--- config.mk ---
export PLATFORM = sky130hd
export DESIGN_NAME = fma_term
export DESIGN_NICKNAME = d
export VERILOG_FILES = /design/src/sv/fma_pkg.sv /design/src/sv/fma_term.sv
export SDC_FILE = /design/constraint.sdc
export NUM_CORES = 2
export LEC_CHECK = 0
export BUFFER_PORTS_ARGS = -buffer_cell sky130_fd_sc_hd__buf_2
export CORE_ASPECT_RATIO = 0.75
export CORE_UTILIZATION = 40
export CTS_CLUSTER_SIZE = 10
export DETAILED_ROUTE_END_ITERATION = 16
export HOLD_SLACK_MARGIN = 0.05
export PLACE_DENSITY = 0.57
export SETUP_SLACK_MARGIN = 0.1
export SYNTH_ARGS = -nofsm -noshare
export SYNTH_HDL_FRONTEND = slang
export SYNTH_SLANG_ARGS = --single-unit
--- constraint.sdc ---
create_clock -name clk -period 12.8 [get_ports clk]
set_clock_uncertainty 0.1 [all_clocks]
set_input_delay 0.64 -clock clk [delete_from_list [all_inputs] [get_ports clk]]
set_output_delay 0.64 -clock clk [all_outputs]
set_load 0.01 [all_outputs]
--- src/sv/fma_pkg.sv ---
// ----------------------------------------------------------------------------
// fma_pkg - Fock matrix accumulator shared definitions
// Item codes, data widths, control struct and saturation helpers.
// ----------------------------------------------------------------------------
package fma_pkg;

  localparam int DEF_BASIS_SIZE = 16;
  localparam int DEF_FRAC_BITS  = 24;

  localparam int IDX_W  = 4;
  localparam int DATA_W = 32;
  localparam int ACC_W  = 48;
  localparam int PROD_W = 64;
  localparam int SUM_W  = PROD_W + 1;

  // item function codes
  typedef enum logic [1:0] {
    FN_LOAD_D = 2'd0,
    FN_LOAD_H = 2'd1,
    FN_INTEG  = 2'd2,
    FN_READ   = 2'd3
  } func_t;

  // control of the product / rounding unit
  typedef struct packed {
    logic mul_en;   // register value * density
    logic rnd_en;   // register rounded term from held product
    logic exch;     // exchange term: extra halving and negation
  } term_ctl_t;

  // clamp a widened sum to the 48-bit accumulator range
  function automatic logic [ACC_W-1:0] sat_acc(input logic signed [SUM_W-1:0] x);
    logic signed [SUM_W-1:0] hi;
    logic signed [SUM_W-1:0] lo;
    hi = {{(SUM_W-ACC_W+1){1'b0}}, {(ACC_W-1){1'b1}}};
    lo = {{(SUM_W-ACC_W+1){1'b1}}, {(ACC_W-1){1'b0}}};
    if (x > hi) begin
      sat_acc = hi[ACC_W-1:0];
    end else if (x < lo) begin
      sat_acc = lo[ACC_W-1:0];
    end else begin
      sat_acc = x[ACC_W-1:0];
    end
  endfunction

  // true when a 48-bit value lies outside the 32-bit range
  function automatic logic out_of_range(input logic [ACC_W-1:0] x);
    out_of_range = (x[ACC_W-1:DATA_W-1] != {(ACC_W-DATA_W+1){1'b0}}) &&
                   (x[ACC_W-1:DATA_W-1] != {(ACC_W-DATA_W+1){1'b1}});
  endfunction

endpackage

--- src/sv/fma_term.sv ---
// ----------------------------------------------------------------------------
// fma_term - product and rounding unit
// Registers value*density, then the rounded Coulomb or exchange term.
// ----------------------------------------------------------------------------
module fma_term #(
  parameter int FRAC_BITS = fma_pkg::DEF_FRAC_BITS
) (
  input  logic                               clk,
  input  fma_pkg::term_ctl_t                 ctl,
  input  logic signed [fma_pkg::DATA_W-1:0]  value,
  input  logic signed [fma_pkg::DATA_W-1:0]  dens,
  output logic signed [fma_pkg::PROD_W-1:0]  term
);

  localparam logic signed [fma_pkg::PROD_W-1:0] HALF_C =
    fma_pkg::PROD_W'(64'd1) <<< (FRAC_BITS - 1);
  localparam logic signed [fma_pkg::PROD_W-1:0] HALF_X =
    fma_pkg::PROD_W'(64'd1) <<< FRAC_BITS;

  logic signed [fma_pkg::PROD_W-1:0] prod;
  logic signed [fma_pkg::PROD_W-1:0] biased;
  logic signed [fma_pkg::PROD_W-1:0] rnd;
  logic signed [fma_pkg::PROD_W-1:0] term_next;

  // round to nearest, ties up: floor((x + half) / 2^n)
  always_comb begin
    biased = prod + (ctl.exch ? HALF_X : HALF_C);
    rnd    = ctl.exch ? (biased >>> (FRAC_BITS + 1)) : (biased >>> FRAC_BITS);
    term_next = ctl.exch ? -rnd : rnd;
  end

  always_ff @(posedge clk) begin
    if (ctl.mul_en) begin
      prod <= value * dens;
    end
    if (ctl.rnd_en) begin
      term <= term_next;
    end
  end

endmodule

==> results.env <==
SYNTH_AREA_LEADERS='sky130_fd_sc_hd__fa_1 (52%), sky130_fd_sc_hd__inv_1 (8.7%), sky130_fd_sc_hd__and2_1 (7.8%)'
CRIT_FAMILY='adder cells'
CLK-INSERTION-DELAY-LATE_NS=0.34
START_KIND='input port'
TRANSITION_TIME_OF_THE_TIGHTEST_SLEW_CHECK_PIN_NS=1.13
TIMING.FINAL.HOLD_VIOLATIONS=0
ITERATION_COUNT_OF_THE_INITIAL_DETAILED_ROUTING_PASS=5
STATUS='completed'
VIASPERCELL=5.26
DOMINANTREGCELLSYNTH='sky130_fd_sc_hd__edfxtp_1'
TIMING.CRITICAL_PATH.ARRIVAL_NS=9.24
WORSTHOLDPATHTYPE='flop to flop'
DIE-HEIGHT_UM=281
VIA_COUNT=29500
WORST-PATH-MAX-FANOUT=32
REQUIRED_NS=12.80
ENDPOINT_KIND='flop'
NUMBER_OF_PLACED_I_O_PINS=132
ROUTED_WIRELENGTH_UM=124000
CORE_SQ_MM=0.103
TIMING.SETUP.CRITICAL_PATH_CLASS='input port to flop'
GRT_PASS1_WL_UM=194000
SYN_TO_FINAL_GROWTH_PCT=4.90
TRITONCTS_NUM_SINKS=105
MAXCAPVIOLCOUNT=0
POST_ROUTE_CELLS_DRIVE_ABOVE_1_SHARE_PCT=5.24
SYN-INSTANCE-COUNT=4301
CLOCK_TREE.BUFFER_DEPTH=2
REPORT.FINAL.SLEW_VIOL_COUNT=0
GRT.TOTAL_USAGE_PCT=24.5
MOST_FREQUENT_STANDARD_CELL_IN_THE_LAYOUT_EXCLUDING_FILL_AND_TAP_CELLS='sky130_fd_sc_hd__fa_1'
SYNTH_TOP_AREA_SHARE_PCT=52.1
SYNTH-WARNING-COUNT=0
MAX_STAGE_DELAY_CELL_WORST_PATH='sky130_fd_sc_hd__fa_1'
WIRE_LENGTH_ON_MET1_UM=59000
PATH_CLK_SLEW_NS=0.09
MET3_WIRELENGTH_UM=14100
POSTROUTEANTENNANETS=0
OVERFLOW_LEFT_AFTER_GLOBAL_ROUTING=0
FIRST_GLOBAL_VIAS=31200
SYNTH-ASYNC-RESET-RATIO_PCT=0
ROUTE.MET2.WL_UM=50000
CRIT_PATH_MAX_INCR_DELAY_NS=1.10
REMAINING_DRC_ERRORS=0
CTS_BUFFERS=9
TIMING.CRITICAL_PATH.MODE_CELL='sky130_fd_sc_hd__fa_1'
FLOORPLAN.ROWS=102
MIN_PERIOD_NS=9.24
FP.DIEAREA_SQ_MM=0.105
CTSROOTBUFFERMASTER='sky130_fd_sc_hd__clkbuf_16'
CTS-HTREE-LEVELS=3
CLOCK.FMAX_MHz=108
SYNTH_NETS=5633
YOSYS.CELL_TYPES.COUNT=87
CTS_HOLD_BUF=0
AVGSYNTHCELLAREA_SQ_UM=9.67
FINAL_NETS=5583
GRT_SETUP_UNREPAIRED='false'
HIGHEST_LAYER='met5'
POST_CTS.RESIZED_INSTANCES=0
SYNTH.LARGEST_AREA_CELL='sky130_fd_sc_hd__fa_1'
SYNTH_ENABLE_FLOP_CELLS=105
PORT-BUFFER-COUNT=131
MOSTFREQUENTLAYOUTCELLS='sky130_fd_sc_hd__fa_1 (1,082), sky130_fd_sc_hd__inv_1 (965), sky130_fd_sc_hd__nand2_1 (543)'
PIN_COUNT_OF_THE_BIGGEST_NET_ENTERING_GLOBAL_ROUTING=65
PLACE_HPWL_UM=92000
GRT_ANTENNA_BEFORE_REPAIR=10
DIE_W_UM=374
FINISH.UTILIZATION_PCT=42.3
WORST-PATH-BUF-INV=3
LAYOUT_WORST_PATH_CYCLE_SHARE_PCT=72.2
CTS_SETUP_BUFFERS=0
TIMING.FINAL.SETUP_VIOLATIONS=0
TIMING.MAX_SLEW.REL_SLACK_PCT=24.5
YS_FF_LATCH=105
TRITONCTS='built'
WL_PER_CELL_UM=22.2
TIMING.CRITICAL_PATH.CELLS='buf_2, and2_1, fa_1, fa_1, fa_1, fa_1, inv_1, fa_1, inv_1, fa_1, fa_1, fa_1, ha_1, nand3_1, or4_1, o31a_1, o21ai_0, a31oi_1, o41a_1, o21ai_0, a21oi_1, xnor2_1'
GPL.FINAL_WEIGHTED_CONGESTION=0.894
FLOORPLAN.INITIALDENSITY_PCT=40.3
TIMING.SETUP.TNS_NS=0
DETAIL_ROUTE.ITER0.VIOLATIONS=2743
YS_SEQ_AREA_SHARE_PCT=7.58
POST_SYNTHESIS_CELL_AREA_SQ_MM=0.0416
[cells in the mapped netlist (9+ instances only)]
cell type / n
sky130_fd_sc_hd__nor3_1: 17
sky130_fd_sc_hd__ha_1: 182
sky130_fd_sc_hd__nand2_1: 543
sky130_fd_sc_hd__nand3_1: 31
sky130_fd_sc_hd__nand2b_1: 13
sky130_fd_sc_hd__o21a_1: 12
sky130_fd_sc_hd__o21ai_0: 57
sky130_fd_sc_hd__nand4_1: 28
sky130_fd_sc_hd__edfxtp_1: 105
sky130_fd_sc_hd__nor2_1: 66
sky130_fd_sc_hd__a21o_1: 32
sky130_fd_sc_hd__or4_1: 10
sky130_fd_sc_hd__a21oi_1: 75
sky130_fd_sc_hd__a31oi_1: 15
sky130_fd_sc_hd__xor2_1: 32
sky130_fd_sc_hd__and3_1: 14
sky130_fd_sc_hd__xnor2_1: 79
sky130_fd_sc_hd__o21ai_1: 13
sky130_fd_sc_hd__inv_1: 965
sky130_fd_sc_hd__nor4_1: 10
sky130_fd_sc_hd__mux2i_1: 9
sky130_fd_sc_hd__buf_2: 10
sky130_fd_sc_hd__and2_1: 521
sky130_fd_sc_hd__fa_1: 1082
sky130_fd_sc_hd__clkbuf_1: 209
sky130_fd_sc_hd__o31ai_1: 10
[flip-flops by register name, summed over array words and instances, names as in the netlist]
register	cells
term	64
prod	41
[tightest hold or removal path: cells and delay by family (launching register included)]
| family | cells | cell delay, ns |
|---|---|---|
| xor gates and xnor gates | 1 | 0.16 |
| DFF | 1 | 0.40 |
| and+or+nand+nor | 2 | 0.17 |
[worst paths after layout]
kind | startpoint | endpoint | slack [ns] | depth (start not counted)
worst max register to register | prod[23] | term[58] | 7.99 | 11
worst min-delay path | prod[50] | term[26] | 0.76 | 3
worst max-delay path | dens[4] | prod[53] | 3.56 | 22
worst min register to register | prod[50] | term[26] | 0.76 | 3
[routing by layer]
layer  global-route usage [%]  vias up
met2                     34.7     1303
met1                     38.0    15400
met3                     6.84       93
met4                     2.74        6
met5                        0        -
li1                         -    12700
[layout make-up]
type	count	area, sq um
Timing Repair Buffer	165	911
Tap cell	1352	1690
Inverter	966	3630
Clock inverter	7	83.8
Fill cell	10200	59500
Multi-Input combinational cell	3004	33900
Sequential cell	105	3150
Clock buffer	9	225
Antenna cell	2	5.00
[per-stage QoR]
step | instance area [sq um] | hold slack (ns) | worst slack (ns) | instances
global route | 43600 | 0.834 | 3.03 | 5610
detailed placement | 43300 | 0.754 | 3.26 | 5592
global placement | 43300 | 0.747 | 3.34 | 5592
floorplan | 41600 | 0.601 | 4.43 | 4301
finish | 43600 | 0.762 | 3.56 | 5610
CTS | 43600 | 0.778 | 3.63 | 5608
[cells by family (layout without fill, tap and decap cells)]
group | count (synthesis) | count (layout) | synth area share, %
buffers and inverters | 1192 | 1147 | 10.8
XOR/XNOR | 111 | 111 | 2.34
other | 0 | 2 | 0
AND/OR/NAND/NOR | 1311 | 1311 | 16.4
AO/OA/AOI/OAI | 304 | 304 | 4.95
multiplexers | 14 | 14 | 0.352
adder cells (fa/ha/maj) | 1264 | 1264 | 57.6
flip-flops | 105 | 105 | 7.58
Power is not shown: default switching activity piles up to over one toggle a cycle in this logic, so the estimate is an artifact.
